**src/nbbt_pkg.sv**
```systemverilog
// Shared types and constants for the NAND bad block table.
`default_nettype none
package nbbt_pkg;

  localparam int unsigned WORD_W   = 32;  // bitmap bits per RAM row
  localparam int unsigned BIT_W    = 5;   // index of a bit inside a row
  localparam int unsigned BLK_W    = 12;
  localparam int unsigned GOOD_W   = 11;
  localparam int unsigned CNT_OUT_W = 12;
  localparam int unsigned CFG_AW   = 2;
  localparam int unsigned CFG_DW   = 12;

  localparam logic [7:0]  MARKER_ERASED    = 8'hFF;
  localparam int unsigned GOOD_INDEX_LIMIT = 2048;
  localparam logic [12:0] COUNT_MAX        = 13'd4095;

  localparam logic [2:0] OP_SCAN  = 3'd0;
  localparam logic [2:0] OP_MARK  = 3'd1;
  localparam logic [2:0] OP_QUERY = 3'd2;
  localparam logic [2:0] OP_COUNT = 3'd3;
  localparam logic [2:0] OP_FIND  = 3'd4;

  localparam logic [CFG_AW-1:0] CFG_WIN_LOW  = 2'd0;
  localparam logic [CFG_AW-1:0] CFG_WIN_HIGH = 2'd1;
  localparam logic [CFG_AW-1:0] CFG_START    = 2'd2;

  localparam logic [11:0] WIN_LOW_RST  = 12'd0;
  localparam logic [11:0] WIN_HIGH_RST = 12'd2047;
  localparam logic [10:0] START_RST    = 11'd8;

  typedef enum logic [1:0] {
    ST_IDLE,
    ST_EXEC,
    ST_SEARCH,
    ST_OUT
  } state_t;

  typedef struct packed {
    logic [2:0]  opcode;
    logic [11:0] block;
    logic [7:0]  main_byte;
    logic [7:0]  spare_byte;
    logic        read_ok;
  } in_t;

  typedef struct packed {
    logic        is_bad;
    logic        write_marker;
    logic        found;
    logic [10:0] good_block;
    logic [11:0] bad_count;
  } out_t;

endpackage
`default_nettype wire

```
**src/nbbt_ram.sv**
```systemverilog
// Generic single-write, single-read RAM with registered read data.
`default_nettype none
module nbbt_ram #(
  parameter int unsigned WIDTH = 32,
  parameter int unsigned DEPTH = 64
) (
  input  wire logic                                    clk,
  input  wire logic                                    we,
  input  wire logic [((DEPTH > 1) ? $clog2(DEPTH) : 1)-1:0] waddr,
  input  wire logic [WIDTH-1:0]                        wdata,
  input  wire logic [((DEPTH > 1) ? $clog2(DEPTH) : 1)-1:0] raddr,
  output logic      [WIDTH-1:0]                        rdata
);

  logic [WIDTH-1:0] mem [DEPTH];

  always_ff @(posedge clk) begin
    if (we) begin
      mem[waddr] <= wdata;
    end
    rdata <= mem[raddr];
  end

endmodule
`default_nettype wire

```
**src/nand_bad_block_table_core.sv**
```systemverilog
// Top level of the NAND bad block table: bitmap RAM, command sequencer, counters.
//
//  channel | ports                        | dir | handshake
//  --------+------------------------------+-----+-------------------------------
//  in      | in_valid, in_stall, in_data  | in  | transfer on valid & !stall
//  out     | out_valid, out_stall, out_data| out | transfer on valid & !stall
//  cfg     | cfg_we, cfg_addr, cfg_wdata  | in  | write on cfg_we
//
//  Scan, mark, query, count: the command is decoded in ST_EXEC and its result is
//  offered in ST_OUT; once the result transfers, the FSM returns to ST_IDLE.
//  Find-first-good walks the bitmap in ST_SEARCH in between, one 32-bit row at a time,
//  at most ceil(min(BLOCK_COUNT, 2048)/32) rows, none when the range is empty.
//  One command at a time; in_stall is high until the result has transferred.
//  Synchronous reset; bitmap rows carry valid flops, so no clearing pass.
`default_nettype none
module nand_bad_block_table_core #(
  parameter int unsigned BLOCK_COUNT = 2048
) (
  input  wire logic                          clk,
  input  wire logic                          rst_n,
  input  wire logic                          in_valid,
  output logic                               in_stall,
  input  wire nbbt_pkg::in_t                 in_data,
  output logic                               out_valid,
  input  wire logic                          out_stall,
  output nbbt_pkg::out_t                     out_data,
  input  wire logic                          cfg_we,
  input  wire logic [nbbt_pkg::CFG_AW-1:0]   cfg_addr,
  input  wire logic [nbbt_pkg::CFG_DW-1:0]   cfg_wdata
);

  localparam int unsigned WORD_W = nbbt_pkg::WORD_W;
  localparam int unsigned BIT_W  = nbbt_pkg::BIT_W;
  localparam int unsigned ROWS   = (BLOCK_COUNT + WORD_W - 1) / WORD_W;
  localparam int unsigned ROW_W  = (ROWS > 1) ? $clog2(ROWS) : 1;
  localparam int unsigned CNT_W  = $clog2(BLOCK_COUNT + 1);
  localparam int unsigned LIMIT  = (BLOCK_COUNT < nbbt_pkg::GOOD_INDEX_LIMIT) ?
                                   BLOCK_COUNT : nbbt_pkg::GOOD_INDEX_LIMIT;

  nbbt_pkg::state_t state_r, state_nxt;
  nbbt_pkg::in_t    item_r;
  nbbt_pkg::out_t   res_r, res_nxt;

  logic [11:0]      win_low_r, win_high_r;
  logic [10:0]      start_r;
  logic [CNT_W-1:0] cnt_r, cnt_nxt;
  logic [ROWS-1:0]  vld_r, vld_nxt;
  logic [ROW_W-1:0] cur_row_r, cur_row_nxt;
  logic [11:0]      last_idx_r, last_idx_nxt;

  logic              ram_we;
  logic [ROW_W-1:0]  ram_waddr, ram_raddr;
  logic [WORD_W-1:0] ram_wdata, ram_rdata;

  // decode
  logic              in_rng, in_win, old_bit, scan_bad;
  logic [ROW_W-1:0]  item_row, start_row, last_row;
  logic [BIT_W-1:0]  item_bit, lo_bit, hi_bit, hit_pos;
  logic [WORD_W-1:0] item_word, scan_word, mask, free_bits;
  logic [11:0]       end_idx, start_ext;
  logic              find_go, hit, last_hit;
  logic [12:0]       cnt_ext;

  nbbt_ram #(
    .WIDTH (WORD_W),
    .DEPTH (ROWS)
  ) u_ram (
    .clk   (clk),
    .we    (ram_we),
    .waddr (ram_waddr),
    .wdata (ram_wdata),
    .raddr (ram_raddr),
    .rdata (ram_rdata)
  );

  always_comb begin
    in_rng    = {1'b0, item_r.block} < 13'(BLOCK_COUNT);
    in_win    = (item_r.block >= win_low_r) && (item_r.block <= win_high_r);
    scan_bad  = item_r.read_ok && ((item_r.main_byte != nbbt_pkg::MARKER_ERASED) ||
                                   (item_r.spare_byte != nbbt_pkg::MARKER_ERASED));
    item_row  = item_r.block[BIT_W +: ROW_W];
    item_bit  = item_r.block[BIT_W-1:0];
    item_word = vld_r[item_row] ? ram_rdata : '0;
    old_bit   = item_word[item_bit];

    end_idx   = (win_high_r > 12'(LIMIT)) ? 12'(LIMIT) : win_high_r;
    start_ext = {1'b0, start_r};
    start_row = start_ext[BIT_W +: ROW_W];
    find_go   = (state_r == nbbt_pkg::ST_EXEC) && (item_r.opcode == nbbt_pkg::OP_FIND) &&
                (start_ext < end_idx);

    // search window inside the current row
    last_row  = last_idx_r[BIT_W +: ROW_W];
    lo_bit    = (cur_row_r == start_row) ? start_r[BIT_W-1:0] : '0;
    hi_bit    = (cur_row_r == last_row) ? last_idx_r[BIT_W-1:0] : BIT_W'(WORD_W - 1);
    mask      = ({WORD_W{1'b1}} << lo_bit) & ({WORD_W{1'b1}} >> (BIT_W'(WORD_W - 1) - hi_bit));
    scan_word = vld_r[cur_row_r] ? ram_rdata : '0;
    free_bits = ~scan_word & mask;
    hit       = |free_bits;
    last_hit  = (cur_row_r == last_row);
    hit_pos   = '0;
    for (int i = WORD_W - 1; i >= 0; i--) begin
      if (free_bits[i]) begin
        hit_pos = BIT_W'(i);
      end
    end
  end

  // next state
  always_comb begin
    state_nxt = state_r;
    unique case (state_r)
      nbbt_pkg::ST_IDLE: begin
        if (in_valid) begin
          state_nxt = nbbt_pkg::ST_EXEC;
        end
      end
      nbbt_pkg::ST_EXEC: begin
        state_nxt = find_go ? nbbt_pkg::ST_SEARCH : nbbt_pkg::ST_OUT;
      end
      nbbt_pkg::ST_SEARCH: begin
        if (hit || last_hit) begin
          state_nxt = nbbt_pkg::ST_OUT;
        end
      end
      nbbt_pkg::ST_OUT: begin
        if (!out_stall) begin
          state_nxt = nbbt_pkg::ST_IDLE;
        end
      end
      default: state_nxt = nbbt_pkg::ST_IDLE;
    endcase
  end

  // datapath and RAM control
  always_comb begin
    logic new_bit;
    logic wr;
    new_bit      = old_bit;
    wr           = 1'b0;
    ram_we       = 1'b0;
    ram_waddr    = item_row;
    ram_wdata    = item_word;
    ram_raddr    = in_data.block[BIT_W +: ROW_W];
    res_nxt      = res_r;
    cnt_nxt      = cnt_r;
    vld_nxt      = vld_r;
    cur_row_nxt  = cur_row_r;
    last_idx_nxt = last_idx_r;
    unique case (state_r)
      nbbt_pkg::ST_EXEC: begin
        if (in_rng) begin
          if (item_r.opcode == nbbt_pkg::OP_SCAN) begin
            new_bit = in_win && scan_bad;
          end else if (item_r.opcode == nbbt_pkg::OP_MARK && !old_bit) begin
            new_bit = 1'b1;
            wr      = 1'b1;
          end
        end
        if (in_rng && (new_bit != old_bit)) begin
          ram_we              = 1'b1;
          ram_wdata[item_bit] = new_bit;
          vld_nxt[item_row]   = 1'b1;
          cnt_nxt             = new_bit ? cnt_r + 1'b1 : cnt_r - 1'b1;
        end
        cnt_ext              = 13'(cnt_nxt);
        res_nxt.is_bad       = in_rng ? new_bit : 1'b1;
        res_nxt.write_marker = wr;
        res_nxt.found        = 1'b0;
        res_nxt.good_block   = '0;
        res_nxt.bad_count    = (cnt_ext > nbbt_pkg::COUNT_MAX) ?
                               nbbt_pkg::COUNT_MAX[11:0] : cnt_ext[11:0];
        if (find_go) begin
          ram_raddr    = start_row;
          cur_row_nxt  = start_row;
          last_idx_nxt = end_idx - 12'd1;
        end
      end
      nbbt_pkg::ST_SEARCH: begin
        cnt_ext = 13'(cnt_r);
        if (hit) begin
          res_nxt.found      = 1'b1;
          res_nxt.good_block = 11'({cur_row_r, hit_pos});
        end else if (!last_hit) begin
          cur_row_nxt = cur_row_r + 1'b1;
          ram_raddr   = cur_row_r + 1'b1;
        end
      end
      nbbt_pkg::ST_IDLE, nbbt_pkg::ST_OUT: begin
        cnt_ext = 13'(cnt_r);
      end
      default: begin
        cnt_ext = 13'(cnt_r);
      end
    endcase
  end

  always_ff @(posedge clk) begin
    if (!rst_n) begin
      state_r    <= nbbt_pkg::ST_IDLE;
      cnt_r      <= '0;
      vld_r      <= '0;
      win_low_r  <= nbbt_pkg::WIN_LOW_RST;
      win_high_r <= nbbt_pkg::WIN_HIGH_RST;
      start_r    <= nbbt_pkg::START_RST;
    end else begin
      state_r <= state_nxt;
      cnt_r   <= cnt_nxt;
      vld_r   <= vld_nxt;
      if (cfg_we) begin
        unique case (cfg_addr)
          nbbt_pkg::CFG_WIN_LOW:  win_low_r  <= cfg_wdata;
          nbbt_pkg::CFG_WIN_HIGH: win_high_r <= cfg_wdata;
          nbbt_pkg::CFG_START:    start_r    <= cfg_wdata[10:0];
          default: ;
        endcase
      end
    end
  end

  // payload registers
  always_ff @(posedge clk) begin
    if (state_r == nbbt_pkg::ST_IDLE && in_valid) begin
      item_r <= in_data;
    end
    res_r      <= res_nxt;
    cur_row_r  <= cur_row_nxt;
    last_idx_r <= last_idx_nxt;
  end

  assign in_stall  = !rst_n || (state_r != nbbt_pkg::ST_IDLE);
  assign out_valid = rst_n && (state_r == nbbt_pkg::ST_OUT);
  assign out_data  = res_r;

endmodule
`default_nettype wire

```
**config.mk**
```make
export PLATFORM = sky130hd
export DESIGN_NAME = nand_bad_block_table_core
export DESIGN_NICKNAME = d
export VERILOG_FILES = /design/src/nbbt_pkg.sv /design/src/nbbt_ram.sv /design/src/nand_bad_block_table_core.sv
export SDC_FILE = /design/constraint.sdc
export NUM_CORES = 2
export LEC_CHECK = 0
export BUFFER_PORTS_ARGS = -buffer_cell sky130_fd_sc_hd__buf_2
export CELL_PAD_IN_SITES_DETAIL_PLACEMENT = 2
export CELL_PAD_IN_SITES_GLOBAL_PLACEMENT = 2
export CORE_MARGIN = 2
export CORE_UTILIZATION = 29
export DETAILED_ROUTE_END_ITERATION = 7
export PLACE_DENSITY_LB_ADDON = 0.1
export RECOVER_POWER = 100
export SYNTH_ARGS = -nofsm -noshare
export SYNTH_HDL_FRONTEND = slang
export SYNTH_HIERARCHICAL = 1
export SYNTH_SLANG_ARGS = --single-unit
```
**constraint.sdc**
```tcl
create_clock -name clk -period 8.4 [get_ports clk]
set_clock_uncertainty 0.15 [all_clocks]
set_input_delay 0.42 -clock clk [delete_from_list [all_inputs] [get_ports clk]]
set_output_delay 0.42 -clock clk [all_outputs]
set_load 0.01 [all_outputs]
```
==> flow_summary.ini <==
[sta]
tns_ns = 0
fin_crit_sh = 0.928
max_slew.worst_pin.slew_ns = 2.37
rsz0062_at_grt = no
hold_viol_final = 0
setup_violations = 0
clock.fmax_mhz = 128
slew_violations = 2260
fin_crit_ns = 7.80
setup_slack_ns = 0.604
maxSlewHeadroom = -0.577

[global_routing]
grt_pass1_vias = 54139
grtUsageTotal = 0.193
grt_max_degree = 75
grt_first_pass_wirelength_um = 439000
antenna_found_initial = 29
overflow = 0

[route]
drc = 0
firstDrtPassIters = 8
vias = 49633
wl_um = 313000
first_iter_violations = 4459
wl_per_cell_um = 32.6
ant_nets = 0
via_per_inst = 5.16

[pwr]
leakage_nw = 33.8
total_power_mw = 37.4
power_density_nw_per_um2 = 348
vdd_drop_max_v = 0.000208

[worst_setup_path]
worstSetupPathType = reg2reg
start_kind = flop
crit_fanout = 24
end_kind = flop
worstPathArrival_ns = 8.22
required_ns = 8.83

[synthesis]
yosys.area.top_type_share = 0.694
ys.flop_type = edfxtp_1
synthXorXnorAreaFrac = 0.00414
yosys-top-cells-area = edfxtp_1, mux4_2, dfxtp_1
synth_compound_area_frac = 0.0421
syn_area_per_cell_um2 = 18.9
synth_top_area_cell = edfxtp_1
synth_edf_count = 2123
synthCells = 4853
synth_top_family_by_area = multiplexers
yosysWarnings = 6
synthMuxAreaShare = 0.159
synth-simple-area-share = 0.0446
async_reset_ff_frac = 0
netlist_area_um2 = 91900
synth_fa_ha_area_frac = 0.00716
ys_seq_area_frac = 0.725
ys_ff_latch = 2268
synth_nets = 4956
synth_cell_types = 108

[placed_design]
dp_hpwl_um = 194000
gp_congestion = 0.778
dpl-instance-area_um2 = 99300
place_ws_ns = 0.836
port_buffers = 78

[final_layout]
area.growth.synth_to_final_pct = 17.1
nets = 5333
fin_area_um2 = 108000
drive_above_1_share = 0.249
final_cell_mix = edfxtp_1, mux4_2, nor2_1, clkbuf_16, nand2_1
layout_commonest_cell = edfxtp_1

[cts]
root_buffer = clkbuf_16
cts_tree = yes
insertion_delay_ns = 0.89
ctsLongestPathBuffers = 4
cts-htree-levels = 5
postCtsResizedCells = 0
cts-buffers-inserted = 272
cts_sinks = 2268
clk_pin_slew_ns = 0.06

[run_status]
violations = max-capacitance violations, max-slew violations
status = complete, but fails checks

[floorplan]
die-width_um = 567
initial_utilization = 0.292
core_area_um2 = 315000
num_io_pins = 79
die_area_um2 = 321000
fp.dieH_um = 567
rows = 206

[run]
maxCapViolCount = 66

[worst_hold_path]
holdCritPathClass = in2reg
critical path, cell delays in order, from the launching register on:
cell and delay [ns]:
edfxtp_1 0.71, buf_4 0.46, nor2b_1 0.44, a21oi_1 0.13, nor2_1 0.10, a31oi_1 0.05
a311oi_1 0.28, a31oi_1 0.12, a21oi_1 1.16, xnor2_4 0.07, nor2_1 0.46, clkbuf_1 0.65
nand3_1 0.15, clkbuf_1 0.58, nor2_2 1.54, buf_4 0.42
cell type report:
cell class / instances / area [µm²]
Clock inverter: 118 / 1020
Timing Repair Buffer: 395 / 2900
Sequential cell: 2268 / 66700
Antenna cell: 16 / 40.0
Fill cell: 30866 / 208000
Inverter: 53 / 200
Multi-Input combinational cell: 2240 / 24200
Tap cell: 4160 / 5200
Clock buffer: 363 / 7360
power breakdown:
part | leakage, nW | internal [mW] | switching [mW]
Combinational | 8.94 | 4.47 | 7.77
Clock | 4.08 | 6.47 | 4.81
Sequential | 20.7 | 13.5 | 0.416
cell usage after synthesis, types with 50 or more instances:
| master | number |
|---|---|
| edfxtp_1 | 2123 |
| mux2i_1 | 169 |
| dfxtp_1 | 145 |
| nand2_1 | 152 |
| a31oi_1 | 52 |
| buf_2 | 73 |
| o22ai_1 | 97 |
| ha_1 | 51 |
| nor2_1 | 339 |
| a21oi_1 | 138 |
| clkbuf_1 | 138 |
| inv_1 | 50 |
| nor4_1 | 51 |
| mux4_2 | 566 |
final timing paths:
kind	endpoint	slack, ns	from	cells after the start
worst max-delay path	u_ram/mem[19][19]$_DFFE_PP_	0.60	item_r[23]$_DFFE_PP_	15
worst min-delay path	state_r[0]$_SDFFE_PN0P_	0.11	in_valid	6
worst max register to register	u_ram/mem[19][19]$_DFFE_PP_	0.60	item_r[23]$_DFFE_PP_	15
worst min register to register	vld_r[15]$_SDFFE_PN0P_	0.34	vld_r[15]$_SDFFE_PN0P_	1
through the flow:
| stage | utilization | cells | hold WS, ns |
|---|---|---|---|
| 3_3_place_gp | 0.315 | 9062 | 0.318 |
| 3_5_place_dp | 0.315 | 9062 | 0.333 |
| 2_1_floorplan | - | 4853 | 0.296 |
| 5_1_grt | 0.341 | 9601 | 0.0820 |
| 6_report | 0.341 | 9613 | 0.111 |
| 4_1_cts | 0.343 | 9596 | 0.0266 |
routing by layer:
metal / share of wire / track usage / up-vias
met5: 0 / 0 / -
met4: 0.021 / 0.0416 / 0
met3: 0.038 / 0.0202 / 349
met2: 0.49 / 0.325 / 1045
met1: 0.45 / 0.268 / 27441
li1: - / - / 20798
kinds of logic after synthesis:
| family | after synthesis |
|---|---|
| compound gates | 561 |
| xor+xnor | 34 |
| fa+ha+maj | 52 |
| buf+inv | 345 |
| flops | 2268 |
| mux | 751 |
| simple gates | 842 |
flip-flops by register name, summed over array words and instances (netlist names):
name / cells
u_ram/mem: 2048
vld_r: 64
u_ram/rdata: 32
item_r: 27
out_data: 26
cnt_r: 12
win_high_r: 12
win_low_r: 12
last_idx_r: 11
start_r: 11
cur_row_r: 6
item_bit: 5
state_r: 2
repair_timing:
action / CTS / global route
hold buffers: 53 / 0
hold endpoints to repair: 86 / 0
setup buffers: 0 / 0
No activity file was read; power rests on OpenSTA's default activity.
